==> config.mk <==
export PLATFORM = sky130hd
export DESIGN_NAME = cnht_ram
export DESIGN_NICKNAME = d
export VERILOG_FILES = /design/src/rtl/core/chained_name_hash_table_top_defines.svh /design/src/rtl/core/cnht_ram.sv
export SDC_FILE = /design/constraint.sdc
export NUM_CORES = 1
export LEC_CHECK = 0
export BUFFER_PORTS_ARGS = -buffer_cell sky130_fd_sc_hd__buf_2
export CORE_ASPECT_RATIO = 0.9
export CORE_MARGIN = 3
export CORE_UTILIZATION = 54
export CTS_BUF_LIST = sky130_fd_sc_hd__clkbuf_16
export CTS_CLUSTER_DIAMETER = 200
export DETAILED_ROUTE_END_ITERATION = 10
export MAX_ROUTING_LAYER = met4
export PLACE_DENSITY_LB_ADDON = 0.15
export SLEW_MARGIN = 20
export SYNTH_ARGS = -nofsm -noshare
export SYNTH_HDL_FRONTEND = slang
export SYNTH_SLANG_ARGS = --single-unit
export TNS_END_PERCENT = 50
==> constraint.sdc <==
create_clock -name i_clk -period 1.7 [get_ports i_clk]
set_input_delay 0.085 -clock i_clk [delete_from_list [all_inputs] [get_ports i_clk]]
set_output_delay 0.085 -clock i_clk [all_outputs]
set_load 0.01 [all_outputs]
==> src/rtl/core/chained_name_hash_table_top_defines.svh <==
// ============================================================================
// Assertion macros for the chained name hash table
// Shared property forms, clocked on i_clk and held off during reset.
// ============================================================================
`ifndef CHAINED_NAME_HASH_TABLE_TOP_DEFINES_SVH
`define CHAINED_NAME_HASH_TABLE_TOP_DEFINES_SVH

// Same-cycle implication.
`define CNHT_ASSERT_NOW(label, ante, cons, msg) \
    label: assert property (@(posedge i_clk) disable iff (!i_rst_n) \
        (ante) |-> (cons)) else $error(msg);

// Next-cycle implication.
`define CNHT_ASSERT_NEXT(label, ante, cons, msg) \
    label: assert property (@(posedge i_clk) disable iff (!i_rst_n) \
        (ante) |=> (cons)) else $error(msg);

`endif

==> src/rtl/core/cnht_ram.sv <==
// ============================================================================
// cnht_ram
// Generic single-clock RAM, one write port, one read port, registered read.
// ============================================================================
module cnht_ram #(
    parameter int WIDTH = 8,
    parameter int DEPTH = 16,
    parameter int AW    = (DEPTH > 1) ? $clog2(DEPTH) : 1
) (
    input  logic             i_clk,
    input  logic             i_we,
    input  logic [AW-1:0]    i_waddr,
    input  logic [WIDTH-1:0] i_wdata,
    input  logic [AW-1:0]    i_raddr,
    output logic [WIDTH-1:0] o_rdata
);

    logic [WIDTH-1:0] r_mem [DEPTH];
    logic [WIDTH-1:0] r_rdata;

    always_ff @(posedge i_clk) begin
        if (i_we) begin
            r_mem[i_waddr] <= i_wdata;
        end
        r_rdata <= r_mem[i_raddr];
    end

    assign o_rdata = r_rdata;

endmodule

; Word-level counts from Yosys, hierarchy flattened
; Memories as Yosys holds them, arrays and structs flattened. A register that Yosys moved wholly into a read port is not among the register bits.
; Index checks and enable logic that the tools add are counted.
[totals]
ram_bits = 128
in_bits = 18
wordCells = 3
mem_count = 1
output_inout_bits = 8
ff_bits = 0
[mem_list]
columns = memory, words, width, rd, rd_ports_with_merged_regs, write_ports, line_no
row1 = r_mem, 16, 8, 1, 1, 1, cnht_ram.sv:18  ; logic [WIDTH-1:0] r_mem [DEPTH];
[classes]
muxes = 2
[ops]
columns = cell, n
row1 = 1-bit 2-to-1 mux, 2

; Logic depth before layout (Yosys ltp)
; Gate-level depths: netlist (run 1).
[depth]
word_depth = 2
ltp_mapped = 5
mapped_depth_nobuf = 3

; Worst setup path after synthesis (run 1)
; No wires, ideal clock.
[synth_path]
kind = in2reg
start = in i_waddr[2]
end = mem r_mem[0][0], enable pin
setup_ns = 0.383
t_arrival_ns = 1.195
setup_slack_ns = 0.122
required_ns = 1.317
path_buffers = 0
path_stages = 2
path_cell_list = or3b_2 nor3_1
[synth_rtl]
columns = element, line_no
row1 = from (decl), cnht_ram.sv:12  ; input logic [AW-1:0] i_waddr,
row2 = to (decl), cnht_ram.sv:18
; Straight into the memory's write port.

==> results.ini, run 1 <==
[sta]
fin_crit_sh = 0.835
fmax_mhz = 704
final.min_clock_period_ns = 1.42
rsz0062_at_grt = false
setup_viol = 0
hold_viol_final = 0
fin_setup_tns_ns = 0
whs_ns = 0.0580
fin_ws_ns = 0.280
drv_slew = 0
worstMarginPinSlew_ns = 0.429
clock_skew_ns = 0.00756
slew_headroom = 0.714

[synthesis]
avgSynthCellArea_um2 = 22.5
synth_nets = 247
synthTopCellsByArea = edfxtp_1 75%, mux4_2 7.9%, mux4_1 7.1%
synth.largest_area_cell = edfxtp_1
synth_ff_type = edfxtp_1
ys_ff_latch = 136
synth_area_um2 = 5150
seq_area_frac_synth = 0.778
synth_warnings = 0
yosysTopAreaCellShare = 0.747
synth_commonest_cells = 128 x edfxtp_1, 18 x mux4_2, 16 x a22oi_1
synth_most_common_cell = edfxtp_1
synth_edf_count = 128
synth_cell_types = 19
synthCells = 229
synth-async-reset-ratio = 0

[clock_tree]
cts_made_buffers = 17
clk-insertion-delay-late_ns = 0.41
clk_pin_slew_worst_paths_ns = 0.06
cts_tree = built
postCtsSetupRepairBufs = 0
clock-root-buffer = clkbuf_16
cts.sinks = 136
clockBufferDepth = 2
cts_resized = 0
postCtsHoldBufs = 0
htree_levels = 4

[floorplan]
fp.dieW_um = 109
io_pins = 26
rows = 33
start_util = 0.559
die_h_um = 98.6
core_um2 = 9210
dieArea_um2 = 10700

[layout]
area_delta_synth_final_pct = 19.4
final_util = 0.667
seqCellArea_um2 = 4000
multi_input_area_um2 = 1060
antenna_cells = 0
nNetsFinal = 302
drive_gt1_frac = 0.316
final_cell_area_um2 = 6150
fill_cells = 615
finalNonFillerCells = 419

[setup_path]
critical_path_class = reg2reg
arrival_ns = 1.70
cp_max_fo = 1
startpoint_type = flip-flop
critical_path_required_ns = 1.98
setup.worst_path.end_class = flip-flop

[drt]
viasPerCell = 5.76
drt_wl_total_um = 9360
vias = 2415
drc_errors = 0
drtIter0Drc = 124
drtPass1Iterations = 6
wl_per_cell_um = 22.3
ant_nets = 0

[power_and_ir_drop]
irDropWorstVdd_uv = 679
leakagePower_nw = 2.13
powerDensity_nw_per_um2 = 1280
power_mw = 7.86

[place]
port_buffers = 25
dp.cells = 387
dp_slack_ns = 0.145
hpwl_um = 5850
placed_cell_area_um2 = 5530
place.gp.congestion = 0.747

[global_routing]
grt_pass1_wl_um = 14700
track_usage = 0.203
grt_start_max_net_pins = 33
overflow = 0
grt_pass1_vias = 2504
antenna_found_initial = 0

[min_path]
hold_path.class = in2reg

[flow_run]
max_cap_violations = 0

[outcome]
status = finished clean

per-layer routing:
| layer | track usage | share of wire | vias up |
|---|---|---|---|
| met5 | - | 0 | - |
| li1 | - | - | 1084 |
| met3 | 0.0557 | 0.043 | 8 |
| met1 | 0.287 | 0.47 | 1260 |
| met2 | 0.293 | 0.48 | 63 |
| met4 | 0.0631 | 0.0076 | 0 |
power breakdown:
part	internal, mW	switching [mW]
registers	3.75	0.0235
logic	0.157	0.197
clock network	2.43	1.30
registers in the layout, summed over array words and instances, names as in the netlist:
register,flops
o_rdata,8
r_mem,128
layout by cell type (no fill, tap or decap), drive strengths merged:
cell type    n
nand3        1
nand2b       2
and2b        1
nand2        9
clkinv       9
and2         1
a22oi       16
or3b         1
bufinv       4
dfxtp        8
mux4        32
edfxtp     128
nor3         4
clkbuf      17
inv          2
nor2b        1
buf         46
nand3b       2
nor2        13
critical path, stage by stage (launching register included):
cell      delay, ns
edfxtp_1       0.37
mux4_1         0.49
a22oi_1        0.32
nand2_1        0.12
final cells by class:
cell class              count  share of cell area
well taps                 122              0.0248
repair buffers             46              0.0521
flip-flops and latches    136               0.651
clock inverters            15              0.0303
clock buffers              17              0.0692
multi-input cells          83               0.172
kinds of logic (layout without fill, tap and decap cells):
| family | Yosys count | count (layout) | synth area share |
|---|---|---|---|
| muxes | 32 | 32 | 0.150 |
| AOI/OAI and AO/OA | 16 | 16 | 0.0233 |
| and+or+nand+nor | 35 | 35 | 0.0318 |
| DFF | 136 | 136 | 0.778 |
| buffers and inverters | 10 | 78 | 0.0168 |
worst paths after layout:
path	from	endpoint	slack, ns	cells after the start
min reg2reg	r_mem[12][7]	o_rdata[7]	0.68	3
max	r_mem[0][0]	o_rdata[0]	0.28	3
min	i_wdata[4]	r_mem[15][4]	0.06	1
max reg2reg	r_mem[0][0]	o_rdata[0]	0.28	3
Note: power is estimated with default switching activity, not from simulation.
==> run 2: changes to the inputs <==
--- a/config.mk
+++ b/config.mk
@@ -8,7 +8,7 @@
 export BUFFER_PORTS_ARGS = -buffer_cell sky130_fd_sc_hd__buf_2
 export CORE_ASPECT_RATIO = 0.9
 export CORE_MARGIN = 3
-export CORE_UTILIZATION = 54
+export CORE_UTILIZATION = 60
 export CTS_BUF_LIST = sky130_fd_sc_hd__clkbuf_16
 export CTS_CLUSTER_DIAMETER = 200
 export DETAILED_ROUTE_END_ITERATION = 10
==> constraint.sdc (replaced) <==
create_clock -name i_clk -period 1.4 [get_ports i_clk]
set_input_delay 0.07 -clock i_clk [delete_from_list [all_inputs] [get_ports i_clk]]
set_output_delay 0.07 -clock i_clk [all_outputs]
set_load 0.01 [all_outputs]
==> results.ini, run 2 (synthesized netlist as in run 1, its figures left out) <==
[outcome]
status = finished clean

[sta]
final.min_clock_period_ns = 1.37  ; -0.0512 ns
fmax_mhz = 731  ; +3.7%
drv_slew = 0  ; unchanged
clock_skew_ns = 0.00639  ; -0.00116 ns
fin_setup_tns_ns = 0  ; unchanged
fin_crit_sh = 0.978  ; +0.142
setup_viol = 0  ; unchanged
hold_viol_final = 0  ; unchanged
worstMarginPinSlew_ns = 0.778  ; +0.349 ns
slew_headroom = 0.480  ; -0.233

[drt]
viasPerCell = 5.99  ; +3.9%
ant_nets = 0  ; unchanged
wl_per_cell_um = 24.2  ; +8.5%
drtPass1Iterations = 4  ; -2
drt_wl_total_um = 10100  ; +8.2%
vias = 2504  ; +3.7%
drc_errors = 0  ; unchanged
drtIter0Drc = 250  ; +100%

[clock_tree]
postCtsSetupRepairBufs = 0  ; unchanged
clk-insertion-delay-late_ns = 0.40  ; about the same
clockBufferDepth = 2  ; unchanged
clk_pin_slew_worst_paths_ns = 0.05  ; about the same
cts.sinks = 136  ; unchanged
cts_made_buffers = 17  ; unchanged
postCtsHoldBufs = 0  ; unchanged
clock-root-buffer = clkbuf_16
cts_tree = built
htree_levels = 4  ; unchanged

[power_and_ir_drop]
power_frac_comb = 0.050  ; +0.005
power_mw = 9.42  ; +20%
clockPowerShare = 0.464  ; -0.011
power.internal_mw = 7.53  ; +19%
p_seq_frac = 0.486  ; +0.006
leakagePower_nw = 2.13  ; -0.10%
netSwitchingPower_mw = 1.89  ; +25%
powerDensity_nw_per_um2 = 1520  ; +19%
sw_frac_of_total = 0.201  ; +0.00757
irDropWorstVdd_uv = 1140  ; +68%

[place]
dp.cells = 385  ; -0.52%
hpwl_um = 6040  ; +3.2%
place.gp.congestion = 0.718  ; -3.8%
port_buffers = 25  ; unchanged

[global_routing]
grt_pass1_vias = 2725  ; +8.8%
grt_start_max_net_pins = 19  ; -42%
antenna_found_initial = 1  ; +1
grt.busiest_layer = met2
overflow = 0  ; unchanged
use_met2 = 0.358  ; +0.0657
gr-usage-met3 = 0.0701  ; +0.0144
grt_pass1_wl_um = 15600  ; +5.7%
grtUsageMet1 = 0.300  ; +0.0133
track_usage = 0.234  ; +0.0314

[setup_path]
startpoint_type = flip-flop
setup.worst_path.end_class = flip-flop
arrival_ns = 1.65  ; -0.05 ns
cp_max_fo = 1  ; unchanged
critical_path_required_ns = 1.68  ; -0.30 ns
rrSetupSlack_ns = 0.03  ; -0.25 ns
critical_path_class = reg2reg

[layout]
most-common-layout-cells = 128 x edfxtp_1, 25 x buf_2, 21 x buf_4
nNetsFinal = 307  ; +1.7%
drive_gt1_frac = 0.341  ; +0.0246
layout_commonest_cell = edfxtp_1
largest_register_ff_count = 128  ; unchanged
area_delta_synth_final_pct = 20.4
largest_register = r_mem
finalNonFillerCells = 418  ; -0.24%

[floorplan]
rows = 31  ; -6.1%
fp.dieW_um = 104  ; -4.8%
io_pins = 26  ; unchanged
die_h_um = 93.9  ; -4.8%
dieArea_um2 = 9730  ; -9.4%
start_util = 0.629  ; +0.0699
core_um2 = 8180  ; -11%

[flow_run]
max_cap_violations = 0  ; unchanged

[min_path]
hold_path.class = in2reg

## run 2: cell types whose count changed in the layout (fill, tap and decap cells not counted), moves of 3 or more
cell | before | now
clkinv_2 | 4 | 1
clkinv_1 | 1 | 4
a22oi_2 | 0 | 4
buf_4 | 18 | 21
clkinvlp_4 | 0 | 4
a22oi_1 | 16 | 12
## run 2: layer usage
| layer | wire [um] | part of all wire |
|---|---|---|
| met1 | 4100 | 0.40 |
| met2 | 5100 | 0.50 |
| met3 | 792 | 0.078 |
| met4 | 138 | 0.014 |
| met5 | 0 | 0 |
## run 2: stage by stage
step           setup WS [ns]  area [um2]  hold slack (ns)   util
4_1_cts              0.00941        6180           0.0279  0.756
6_report              0.0315        6200           0.0541  0.757
3_3_place_gp         -0.0692        5590            0.454  0.683
2_1_floorplan         0.0639        5150            0.169      -
3_5_place_dp         -0.0652        5590            0.465  0.683
5_1_grt             -0.00103        6200           0.0476  0.757
## run 2: critical path, cell delays in order, from the launching register on
cell and delay [ns]:
edfxtp_1 0.40, mux4_1 0.54, a22oi_2 0.23, nand2_1 0.09
## run 2: worst paths after layout
kind / start / cells after the start / to
setup / recovery: r_mem[0][3] / 3 / o_rdata[3]
hold / removal: i_wdata[0] / 1 / r_mem[4][0]
setup reg to reg: r_mem[0][3] / 3 / o_rdata[3]
hold reg to reg: r_mem[15][6] / 3 / o_rdata[6]
## run 2: layout make-up
type,instances,area (um2)
antenna,1,2.50
fill,456,1990
timing repair buffer,51,383
tap,115,144
clock buffer,17,425
multi-input combinational,83,1080
sequential,136,4000
clock inverter,15,161
## run 2: power by group through the flow
stage	sequential, mW	combinational (mW)	clock (mW)
6_report	4.58	0.468	4.37
3_3_place_gp	4.66	0.442	0
5_1_grt	4.58	0.506	4.63
3_5_place_dp	4.66	0.454	0
2_1_floorplan	4.67	0.231	0
4_1_cts	4.58	0.465	4.44
## run 2: timing repair
item	CTS	global route
pin swaps	0	1
cloned	0	0
resized for setup	1	4
setup endpoints to repair	1	4
==> run 3: changes to the inputs <==
--- a/config.mk
+++ b/config.mk
@@ -8,7 +8,7 @@
 export BUFFER_PORTS_ARGS = -buffer_cell sky130_fd_sc_hd__buf_2
 export CORE_ASPECT_RATIO = 0.9
 export CORE_MARGIN = 3
-export CORE_UTILIZATION = 60
+export CORE_UTILIZATION = 50
 export CTS_BUF_LIST = sky130_fd_sc_hd__clkbuf_16
 export CTS_CLUSTER_DIAMETER = 200
 export DETAILED_ROUTE_END_ITERATION = 10
==> results.ini, run 3 (synthesized netlist as in run 1, its figures left out) <==
[outcome]
status = finished clean

[setup_path]
rr_startpoint = r_mem[10][4]
startpoint_type = flip-flop
rrSetupSlack_ns = 0.06  ; +0.03 ns
setup.worst_path.end_class = flip-flop
rr_worst_depth = 3  ; unchanged
critical_path_required_ns = 1.68  ; about the same
rr_endpoint = o_rdata[4]
cp_max_fo = 1  ; unchanged
critical_path_class = reg2reg
arrival_ns = 1.62  ; -0.03 ns

[clock_tree]
clockBufferDepth = 2  ; unchanged
cts_resized = 0  ; -1
clk-insertion-delay-late_ns = 0.41  ; about the same
clock-root-buffer = clkbuf_16
htree_levels = 4  ; unchanged
cts.sinks = 136  ; unchanged
clk_pin_slew_worst_paths_ns = 0.06  ; about the same
postCtsHoldBufs = 0  ; unchanged
cts_tree = built
cts_made_buffers = 17  ; unchanged
postCtsSetupRepairBufs = 0  ; unchanged

[place]
port_buffers = 25  ; unchanged
dp_slack_ns = -0.148  ; -0.0833 ns
place.gp.congestion = 0.749  ; +4.3%
hpwl_um = 6590  ; +9.2%

[global_routing]
grt_pass1_wl_um = 15500  ; -0.62%
grtUsageMet1 = 0.271  ; -0.0288
track_usage = 0.197  ; -0.0370
use_met2 = 0.302  ; -0.0565
overflow = 0  ; unchanged
grt_pass1_vias = 2543  ; -6.7%
antenna_found_initial = 0  ; -1
grt_start_max_net_pins = 21  ; +2
grt.busiest_layer = met2
gr-usage-met3 = 0.0426  ; -0.0275

[sta]
rsz0062_at_grt = false
slew_headroom = 0.411  ; -0.0698
hold_viol_final = 0  ; unchanged
fin_ws_ns = 0.0613  ; +0.0299 ns
fin_crit_sh = 0.956  ; -0.0213
clock_skew_ns = 0.0103  ; +0.00389 ns
worstMarginPinSlew_ns = 0.882  ; +0.105 ns
fin_setup_tns_ns = 0  ; unchanged
final.min_clock_period_ns = 1.34  ; -0.0299 ns
drv_slew = 0  ; unchanged
setup_viol = 0  ; unchanged
fmax_mhz = 747  ; +2.2%

[power_and_ir_drop]
power_mw = 9.18  ; -2.5%
irDropWorstVdd_uv = 852  ; -25%
powerDensity_nw_per_um2 = 1490  ; -2.2%
leakagePower_nw = 2.14  ; +0.57%

[flow_run]
max_cap_violations = 0  ; unchanged

[layout]
layout_commonest_cell = edfxtp_1
antenna_cells = 0  ; -1
most-common-layout-cells = 128 x edfxtp_1, 29 x buf_4, 25 x buf_2
area_delta_synth_final_pct = 20.0
nNetsFinal = 312  ; +1.6%
largest_register = r_mem
final_util = 0.626  ; -0.131
largest_register_ff_count = 128  ; unchanged
drive_gt1_frac = 0.349  ; +0.00747

[drt]
drtIter0Drc = 206  ; -18%
vias = 2455  ; -2.0%
viasPerCell = 5.67  ; -5.4%
ant_nets = 0  ; unchanged
wl_per_cell_um = 23.1  ; -4.5%
drtPass1Iterations = 4  ; unchanged
drt_wl_total_um = 10000  ; -1.1%
drc_errors = 0  ; unchanged

[floorplan]
core_um2 = 9870  ; +21%
io_pins = 26  ; unchanged
die_h_um = 102  ; +8.9%
dieArea_um2 = 11500  ; +19%
fp.dieW_um = 113  ; +9.0%
start_util = 0.522  ; -0.107
rows = 34  ; +9.7%

[min_path]
hold_path.class = in2reg
holdPathEnd = r_mem[9][3]
min_from = i_wdata[3]
min_path_cells = 1  ; unchanged

run 3: final cells by class:
cell class,instances,area [um2]
clock inverter,15,136
sequential,136,4000
clock buffer,17,425
timing repair buffer,56,383
multi-input combinational,83,1070
fill,688,3690
tap,126,158
run 3: worst max path at each step:
stage                      start          end  slack (ns)  cells after the start
floorplan             i_waddr[2]  r_mem[3][0]        0.06                      2
global placement      i_raddr[0]   o_rdata[7]       -0.14                      5
detailed placement    i_raddr[0]   o_rdata[7]       -0.15                      5
CTS                  r_mem[1][2]   o_rdata[2]      0.0005                      3
global route         r_mem[1][2]   o_rdata[2]        0.02                      3
finish              r_mem[10][4]   o_rdata[4]        0.06                      3
run 3: where the power goes:
part	switching, mW	internal [mW]
registers	0.0299	4.55
clock network	1.58	2.58
logic	0.245	0.196
total	1.85	7.33
run 3: critical path, cell delays in order (launching register included):
cell      delay, ns
edfxtp_1       0.36
mux4_1         0.49
a22oi_1        0.29
nand2_1        0.07
run 3: routing by layer:
layer  share of wire  vias to the layer above
met5               0                        -
met2            0.49                       67
li1                -                     1102
met3           0.050                       14
met4          0.0099                        0
met1            0.45                     1272
run 3: stage by stage:
step                hold WS [ns]  cells  area (um2)
floorplan                  0.169    229        5150
global placement           0.460    401        5610
detailed placement         0.463    401        5610
CTS                       0.0360    433        6170
global route              0.0569    433        6180
finish                    0.0475    433        6180
